===== config.mk =====
export PLATFORM = sky130hd
export DESIGN_NAME = cgem_lane
export DESIGN_NICKNAME = d
export VERILOG_FILES = /design/src/rtl/core/cgem_pkg.sv /design/src/rtl/core/cgem_lane.sv
export SDC_FILE = /design/constraint.sdc
export NUM_CORES = 1
export LEC_CHECK = 0
export ABC_AREA = 1
export BUFFER_PORTS_ARGS = -buffer_cell sky130_fd_sc_hd__buf_2
export CORE_UTILIZATION = 58
export CTS_CLUSTER_SIZE = 24
export DETAILED_ROUTE_END_ITERATION = 10
export PLACE_DENSITY_LB_ADDON = 0.15
export SLEW_MARGIN = 20
export SYNTH_ARGS = -nofsm -noshare
export SYNTH_HDL_FRONTEND = slang
export SYNTH_SLANG_ARGS = --single-unit
export TNS_END_PERCENT = 50

===== constraint.sdc =====
create_clock -name clk -period 4.5 [get_ports clk]
set_input_delay 0.9 -clock clk [delete_from_list [all_inputs] [get_ports clk]]
set_output_delay 0.9 -clock clk [all_outputs]
set_load 0.005 [all_outputs]

===== src/rtl/core/cgem_pkg.sv =====
// Package for the color gradient edge magnitude block.
// Holds widths, register indexes and configuration reset values; no dependencies.
package cgem_pkg;
  localparam int unsigned DefMaxWidth = 2048;
  localparam int unsigned DefChannels = 3;
  localparam int unsigned PixBits     = 8;
  localparam int unsigned ColBits     = 11;
  localparam int unsigned RowBits     = 16;
  localparam int unsigned CfgWBits    = 12;
  localparam int unsigned GradBits    = 11;  // signed Sobel gradient, |g| <= 1020
  localparam int unsigned ProdBits    = 21;  // signed product of two gradients
  localparam int unsigned SumBits     = 23;  // sum over up to four channels
  localparam int unsigned SqBits      = 46;  // d*d + 4*e*e
  localparam int unsigned RootBits    = 23;  // floor sqrt of SqBits value
  localparam int unsigned LamBits     = 24;
  localparam int unsigned MagRoot     = 12;  // floor sqrt of LamBits value

  localparam logic [0:0] RegWidth  = 1'b0;
  localparam logic [0:0] RegHeight = 1'b1;
  localparam logic [CfgWBits-1:0] WidthReset  = 12'd640;
  localparam logic [RowBits-1:0]  HeightReset = 16'd480;

  // Sideband that travels with a result through the pipeline.
  typedef struct packed {
    logic [ColBits-1:0] col;
    logic [RowBits-1:0] row;
    logic               last;
  } pos_t;
endpackage


===== src/rtl/core/cgem_lane.sv =====
// One color channel lane: Sobel gradients and their three products.
// Depends on cgem_pkg.
module cgem_lane
  import cgem_pkg::*;
(
  input  logic                       clk,
  input  logic                       en,
  input  logic [PixBits-1:0]         a0, a1, a2, b0, b2, c0, c1, c2,
  output logic signed [ProdBits-1:0] uu,
  output logic signed [ProdBits-1:0] vv,
  output logic signed [ProdBits-1:0] uv
);
  logic signed [GradBits-1:0] u, v;
  logic signed [GradBits-1:0] u_q, v_q;

  // Vertical gradient: lower row minus upper row; horizontal: right minus left.
  // Each weighted sum stays below 1024, so the difference fits GradBits signed.
  always_comb begin
    u = GradBits'($signed({1'b0, GradBits'(a2) + GradBits'(b2) + GradBits'(b2) + GradBits'(c2)})
      - $signed({1'b0, GradBits'(a0) + GradBits'(b0) + GradBits'(b0) + GradBits'(c0)}));
    v = GradBits'($signed({1'b0, GradBits'(c0) + GradBits'(c1) + GradBits'(c1) + GradBits'(c2)})
      - $signed({1'b0, GradBits'(a0) + GradBits'(a1) + GradBits'(a1) + GradBits'(a2)}));
  end

  // Register gradients, then products.
  always_ff @(posedge clk) begin
    if (en) begin
      u_q <= u;
      v_q <= v;
    end
    if (en) begin
      uu <= ProdBits'(u_q * u_q);
      vv <= ProdBits'(v_q * v_q);
      uv <= ProdBits'(u_q * v_q);
    end
  end
endmodule


# == Word-level counts from Yosys, hierarchy flattened ==
# Index checks and enable logic that the tools add are counted.
# classes
addsub,14
multipliers,3
# ops
operator,n
$mul 11x11->21,3
$add 10x8->11,4
$add 9x8->10,4
$add 8x8->9,4
$sub 11x11->11,2
# totals
reg_bits,85
input_bits,66
out_inout_bits,63
wordCells,22

# == Depth between registers and ports, before layout ==
# Gate-level depths: netlist (run 1).
# logic_depth
ltp_word,4
depth_mapped,24
ltp_nobuf,23

# == Least setup slack after synthesis (run 1) ==
# No wires, ideal clock.
# synth_timing
kind,flip-flop to flip-flop
start,register v_q[8]
end,"register vv[15], data pin"
setup_time_ns,0.259
arrival_ns,4.609
required_time_ns,4.241
path_slack_ns,-0.368
stages_incl_launch_ff,17
path_buffers,2
period_less_slack_ns,4.868
path_cell_list,edfxtp_1 > buf_2 > buf_1 > nand2_1 > fa_1 > inv_1 > fa_1 > fa_1 > fa_1 > inv_1 > fa_1 > inv_1 > ha_1 > a21oi_1 > o21ai_0 > nand3b_1 > xor2_1
# synth_via
elab_chain_cells,1
# synth_lines
item,line,source
"start, declared",cgem_lane.sv:14,"logic signed [GradBits-1:0] u_q, v_q;"
"start signal, assigned",cgem_lane.sv:29,v_q <= v;
$mul 11x11->21,cgem_lane.sv:33,vv <= ProdBits'(v_q * v_q);
"end signal, assigned",cgem_lane.sv:33,
"end, declared",cgem_lane.sv:10,"output logic signed [ProdBits-1:0] vv,"
# Every way passes these cells.
# A chain may end at the register's enable or synchronous reset.

# == Worst setup path in the final report (run 1) ==
# layout_timing
start,register u_q[1]
end,"register uu[17], data pin"
# layout_via
elab_chain_cells,1
# layout_lines
item,line,source
"start, declared",cgem_lane.sv:14,
"start signal, assigned",cgem_lane.sv:28,u_q <= u;
$mul 11x11->21,cgem_lane.sv:32,uu <= ProdBits'(u_q * u_q);
"end signal, assigned",cgem_lane.sv:32,
"end, declared",cgem_lane.sv:9,"output logic signed [ProdBits-1:0] uu,"
# Every way passes these cells.

==> results of run 1 <==
==> logic make-up after synthesis <==
family | Yosys count | synth area share
compound gates | 110 | 0.03379
xor+xnor | 67 | 0.03215
fa+ha+maj | 534 | 0.5190
buf+inv | 694 | 0.1435
flops | 83 | 0.1365
other cells | 1 | 0.0002054
simple gates | 607 | 0.1348
==> layout make-up <==
class | count | share of cell area
tap | 396 | 0.02117
sequential | 83 | 0.1065
multi-input combinational | 1320 | 0.6196
clock buffer | 10 | 0.009785
clock inverter | 6 | 0.003155
inverter | 644 | 0.1042
timing repair buffer | 421 | 0.1356
==> registers in the layout (all words and copies together), names as in the netlist <==
name	cells
uu	20
vv	20
v_q	11
uv	21
u_q	11
==> how the worst max path moves through the flow <==
stage	start	to	slack (ns)	depth (start not counted)
6_report	u_q[1]	uu[17]	-0.24	20
5_1_grt	u_q[5]	uu[16]	-0.36	18
4_1_cts	v_q[5]	uv[19]	-0.15	14
3_5_place_dp	v_q[2]	vv[14]	-0.31	18
3_3_place_gp	u_q[5]	uv[18]	-0.29	17
2_1_floorplan	u_q[10]	uv[20]	-0.20	22
==> cell usage after synthesis, drive strengths merged <==
cell    instances  area share
nor4            1     0.00034
nor2           67       0.014
nand2         450       0.093
o21ai          27      0.0082
o211ai          4      0.0016
inv           643        0.13
a21o            4      0.0016
nand4           8      0.0027
clkinv          1     0.00021
nand3b          6      0.0025
xnor2          17      0.0082
o21bai          6      0.0025
conb            1     0.00021
xor2           50       0.024
edfxtp         83        0.14
a31oi           2     0.00069
or2             8      0.0029
a31o            1     0.00048
clkbuf         40      0.0082
nor3            1     0.00027
ha            162        0.11
fa            372        0.41
nand3          63       0.018
and2            3      0.0012
o21a            1     0.00041
buf            10      0.0028
a21oi          65       0.018
==> through the flow <==
step | TNS (ns) | hold slack [ns]
floorplan | -0.7235 | 0.4913
global placement | -5.925 | 0.8388
detailed placement | -7.941 | 0.8361
CTS | -2.419 | 0.8385
global route | -9.032 | 0.8465
finish | -4.588 | 0.8353
==> per-layer routing <==
metal	vias to the layer above	GRT usage
met4	0	0.08862
li1	6854	-
met2	393	0.5061
met5	-	0
met1	7171	0.3330
met3	94	0.02776
==> repair_timing <==
action | CTS | global route
setup buffers | 30 | 27
pin swaps | 65 | 110
resized for setup | 213 | 178
gates cloned | 2 | 1
hold buffers | 0 | 0
setup endpoints to repair | 33 | 41
==> worst max-delay path, stage by stage, from the launching register on <==
cell      delay [ns]
edfxtp_1        0.47
buf_6           0.14
buf_4           0.11
nand2_2         0.05
xor2_1          0.16
ha_1            0.18
o21bai_2        0.19
fa_1            0.50
fa_1            0.52
fa_1            0.56
inv_2           0.04
fa_1            0.51
inv_2           0.05
ha_4            0.29
buf_6           0.13
nand2_4         0.07
buf_4           0.14
nor2_2          0.09
nand3_1         0.11
nand3_1         0.13
nand2_1         0.06
==> flow_summary_export.csv, run 1 <==
group,metric,value,unit
status,outcome,"finished, violations left",
status,violations,"design-rule violations, negative setup slack",
setup_path,arrival,4.87,ns
routing,viasPerCell,5.039,
finish,fin_cells,2880,
finish,nets,3079,
clocking,cts.sinks,83,
timing,maxSlewHeadroom,0.5968,
clocking,cts_root_buffer,"clkbuf_16",
setup_path,worstReg2RegEnd,"uu[17]",
timing,setup_viol,31,
setup_path,ff2ff_setup_slack,-0.24,ns
routing,wl_met1,17140,um
min_path,min_to,"v_q[0]",
logic_synthesis,ys_warn_count,0,
routing,antenna_left,0,
timing,fin_ws,-0.2399,ns
clocking,clk_path_buf_depth,2,
logic_synthesis,yosysUniqueCellTypes,37,
timing,min_period,4.740,ns
global_route,grt_pass1_vias,15730,
min_path,hold_depth,2,
finish,regArea,2492,sq um
global_route,grt_usage,0.2729,
global_route,antenna_found_initial,0,
routing,routed-wl-met2,22650,um
finish,layout_common_cells,"inv_1 (603), nand2_1 (370), fa_1 (350)",
place,gp_congestion,0.9247,
timing,worst_pin_slew,0.6048,ns
setup_path,crit_type,"register to register",
clocking,cts_tree,"yes",
finish,multi_input_area,14500,sq um
timing,max_clock_freq,211.0,MHz
clocking,cts-htree-levels,3,
die,start_util,0.5936,
setup_path,worst-r2r-cell-count,20,
finish,postLayoutCellArea,23400,sq um
setup_path,crit_required,4.63,ns
finish,nFillCells,2036,
finish,drive_gt1_frac,0.2939,
die,die_area,32190,sq um
min_path,hp-start,"c0[2]",
timing,hold_violations,0,
setup_path,path_max_fanout,3,
global_route,overflow,0,
finish,num_antenna_cells,0,
timing,slew_viol_final,0,
place,placedInstanceArea,21210,sq um
finish,layout_commonest_cell,"inv_1",
routing,routedWlPerCell,14.90,um
min_path,hp-class,"input port to register",
die,pin_count,129,
die,dieWidth,179.4,um
die,core_area,30750,sq um
routing,vias,14510,
place,numPortBuffers,126,
logic_synthesis,netlist_area,18250,sq um
global_route,grt_pass1_wl,71150,um
place,placedCellCount,2809,
routing,drtPass1Iterations,10,
setup_path,critPathCaptureType,"register",
logic_synthesis,syn_avg_cell_area,8.709,sq um
logic_synthesis,synth-seq-area-share,0.1365,
routing,drc,18,
timing,min_period_over_period,1.053,
setup_path,r2r-start,"u_q[1]",
place,dp_slack,-0.3104,ns
clocking,cts_made_buffers,9,
logic_synthesis,syn_inst,2096,
timing,skew,0.01448,ns
clocking,clk_latency,0.37,ns
setup_path,worst_setup_path_start_kind,"register",
clocking,clk_pin_slew,0.08,ns
finish,post-route-util,0.7610,
die,num_rows,64,
timing,rsz0062_at_grt,"yes",
routing,wl_met3,1906,um
routing,routed_wl,42900,um
routing,top_layer,"met4",
finish,syn_to_final_growth,28.20,%
run,cap_violations,0,
global_route,grt_start_max_net_pins,84,
place,dp_hpwl,33150,um
die,die_h,179.4,um
logic_synthesis,synth-seq-cells,83,
routing,dr.first_iter.drc_count,686,
Power of run 1 is left out: the tool's default activity adds up to more than one toggle a clock period on the data nets, which glitch-free logic cannot reach.
==> run 2: changes to the inputs <==
CORE_UTILIZATION = 30   (was 58)
==> flow_summary_export.csv, run 2 (synthesis gave the netlist of run 1 again) <==
group,metric,value,unit
status,outcome,"finished, violations left",
status,violations,"negative setup slack",
timing,worst_pin_slew,0.7299,ns
global_route,busiest_layer,"met2",
global_route,grtUsageMet2,0.2644,
die,pin_count,129,
place,dp_hpwl,36730,um
die,core_area,60250,sq um
setup_path,worstReg2RegEnd,"vv[18]",
setup_path,startpoint,"v_q[3]",
setup_path,critPathCaptureType,"register",
clocking,cts_root_buffer,"clkbuf_16",
finish,num_antenna_cells,0,
setup_path,worst-r2r-cell-count,17,
setup_path,ff2ff_setup_slack,-0.18,ns
finish,layout_commonest_cell,"inv_1",
timing,setup_viol,32,
setup_path,worst_setup_path_start_kind,"register",
routing,routed_wl,43420,um
timing,fin_ws,-0.1790,ns
setup_path,crit_type,"register to register",
finish,largest-register,"uv",
routing,dr.first_iter.drc_count,361,
global_route,grt_pass1_wl,73400,um
place,numPortBuffers,126,
setup_path,crit_required,4.65,ns
timing,skew,0.01975,ns
timing,hold_violations,0,
routing,routedWlPerCell,13.26,um
finish,nets,3087,
routing,drc,0,
global_route,grt_pass1_vias,15180,
die,dieWidth,248.7,um
timing,whs,0.8195,ns
setup_path,cp_num_cells,17,
finish,post-route-util,0.3993,
routing,vias,13840,
finish,nFillCells,6045,
die,num_rows,90,
finish,postLayoutCellArea,24060,sq um
finish,drive_gt1_frac,0.2953,
die,start_util,0.3030,
clocking,cts_tree,"yes",
timing,maxSlewHeadroom,0.5134,
run,cap_violations,0,
finish,reg_top3,"uv x21, uu x20, vv x20",
setup_path,cp_slowest_cell,"fa_1",
global_route,globalRouteMet1Util,0.1854,
setup_path,r2r-start,"v_q[3]",
timing,min_period,4.679,ns
clocking,clk_pin_slew,0.07,ns
die,die_area,61840,sq um
min_path,hold_depth,1,
setup_path,path_max_fanout,8,
timing,slew_viol_final,0,
routing,antenna_left,0,
clocking,cts-htree-levels,3,
global_route,grt_util_met3,0.02010,
finish,largest_reg_flops,21,
clocking,clk_path_buf_depth,2,
die,die_h,248.7,um
routing,drtPass1Iterations,4,
setup_path,cpLargestDelayFamily,"adder cells",
finish,multi_input_area,14630,sq um
global_route,grt_start_max_net_pins,51,
setup_path,cp_num_buf_inv,4,
timing,max_clock_freq,213.7,MHz
setup_path,endpoint,"vv[18]",
clocking,clk_latency,0.40,ns
global_route,antenna_found_initial,0,
finish,syn_to_final_growth,31.78,%
clocking,cts.sinks,83,
timing,rsz0062_at_grt,"yes",
min_path,hp-class,"register to register",
global_route,overflow,0,
place,dp_slack,-0.3744,ns
place,gp_congestion,0.8181,
place,placedInstanceArea,21730,sq um
setup_path,cp_slowest_stage_delay,0.55,ns
routing,viasPerCell,4.227,
setup_path,path_cells,"buf_6 -> nand2_1 -> fa_2 -> buf_4 -> fa_1 -> inv_1 -> fa_1 -> fa_1 -> fa_1 -> ha_4 -> nand2_1 -> buf_4 -> nor2_2 -> a21oi_2 -> nand2_2 -> nand2_1 -> nand2_1",
timing,min_period_over_period,1.040,
clocking,cts_made_buffers,9,
global_route,grt_usage,0.1468,
finish,layout_common_cells,"inv_1 (603), nand2_1 (373), fa_1 (351)",
setup_path,arrival,4.83,ns
finish,regArea,2492,sq um
-- run 2: cell count changes in the layout (fill, tap and decap cells not counted), moves of 6 or more --
cell,delta
ha_4,+8
buf_4,+12
nand2_2,-10
nor2_1,+9
nor2_2,-6
nand2_4,+7
nand3_1,-6
-- run 2: worst min path at each step --
stage / from / end / slack, ns
3_3_place_gp: v_q[0] / vv[0] / 0.82
4_1_cts: v_q[0] / vv[0] / 0.84
6_report: u_q[0] / uu[0] / 0.82
2_1_floorplan: u_q[0] / uu[0] / 0.49
5_1_grt: u_q[0] / uu[0] / 0.83
3_5_place_dp: v_q[0] / vv[0] / 0.82
-- run 2: timing repair --
| item | in CTS | in global routing |
|---|---|---|
| setup buffers | 21 | 36 |
| gates cloned | 0 | 3 |
| gates resized for setup | 178 | 204 |
| hold buffers | 0 | 0 |
| endpoints found under the setup margin | 35 | 40 |
| endpoints found under the hold margin | 0 | 0 |
| pin swaps | 57 | 86 |
-- run 2: metrics by stage --
step,cells,TNS [ns]
floorplan,2097,-0.7235
global placement,3201,-7.822
detailed placement,3201,-8.998
CTS,3238,-4.049
global route,3274,-8.939
finish,3274,-3.221
-- run 2: final cells by class --
class / count / share of cell area
Clock buffer: 9 / 0.009362
Clock inverter: 7 / 0.003121
Inverter: 644 / 0.1010
Multi-Input combinational cell: 1320 / 0.6082
Sequential cell: 83 / 0.1036
Tap cell: 782 / 0.04067
Timing Repair Buffer: 429 / 0.1340
-- run 2: routing by layer --
layer  vias up  share of wire  routed length (um)
met4         0          0.013                 552
met2       160           0.51               22270
met1      6779           0.45               19470
li1       6864              -                   -
met3        35          0.026                1129
met5         -              0                   0
Power of run 2 is left out for the same reason.
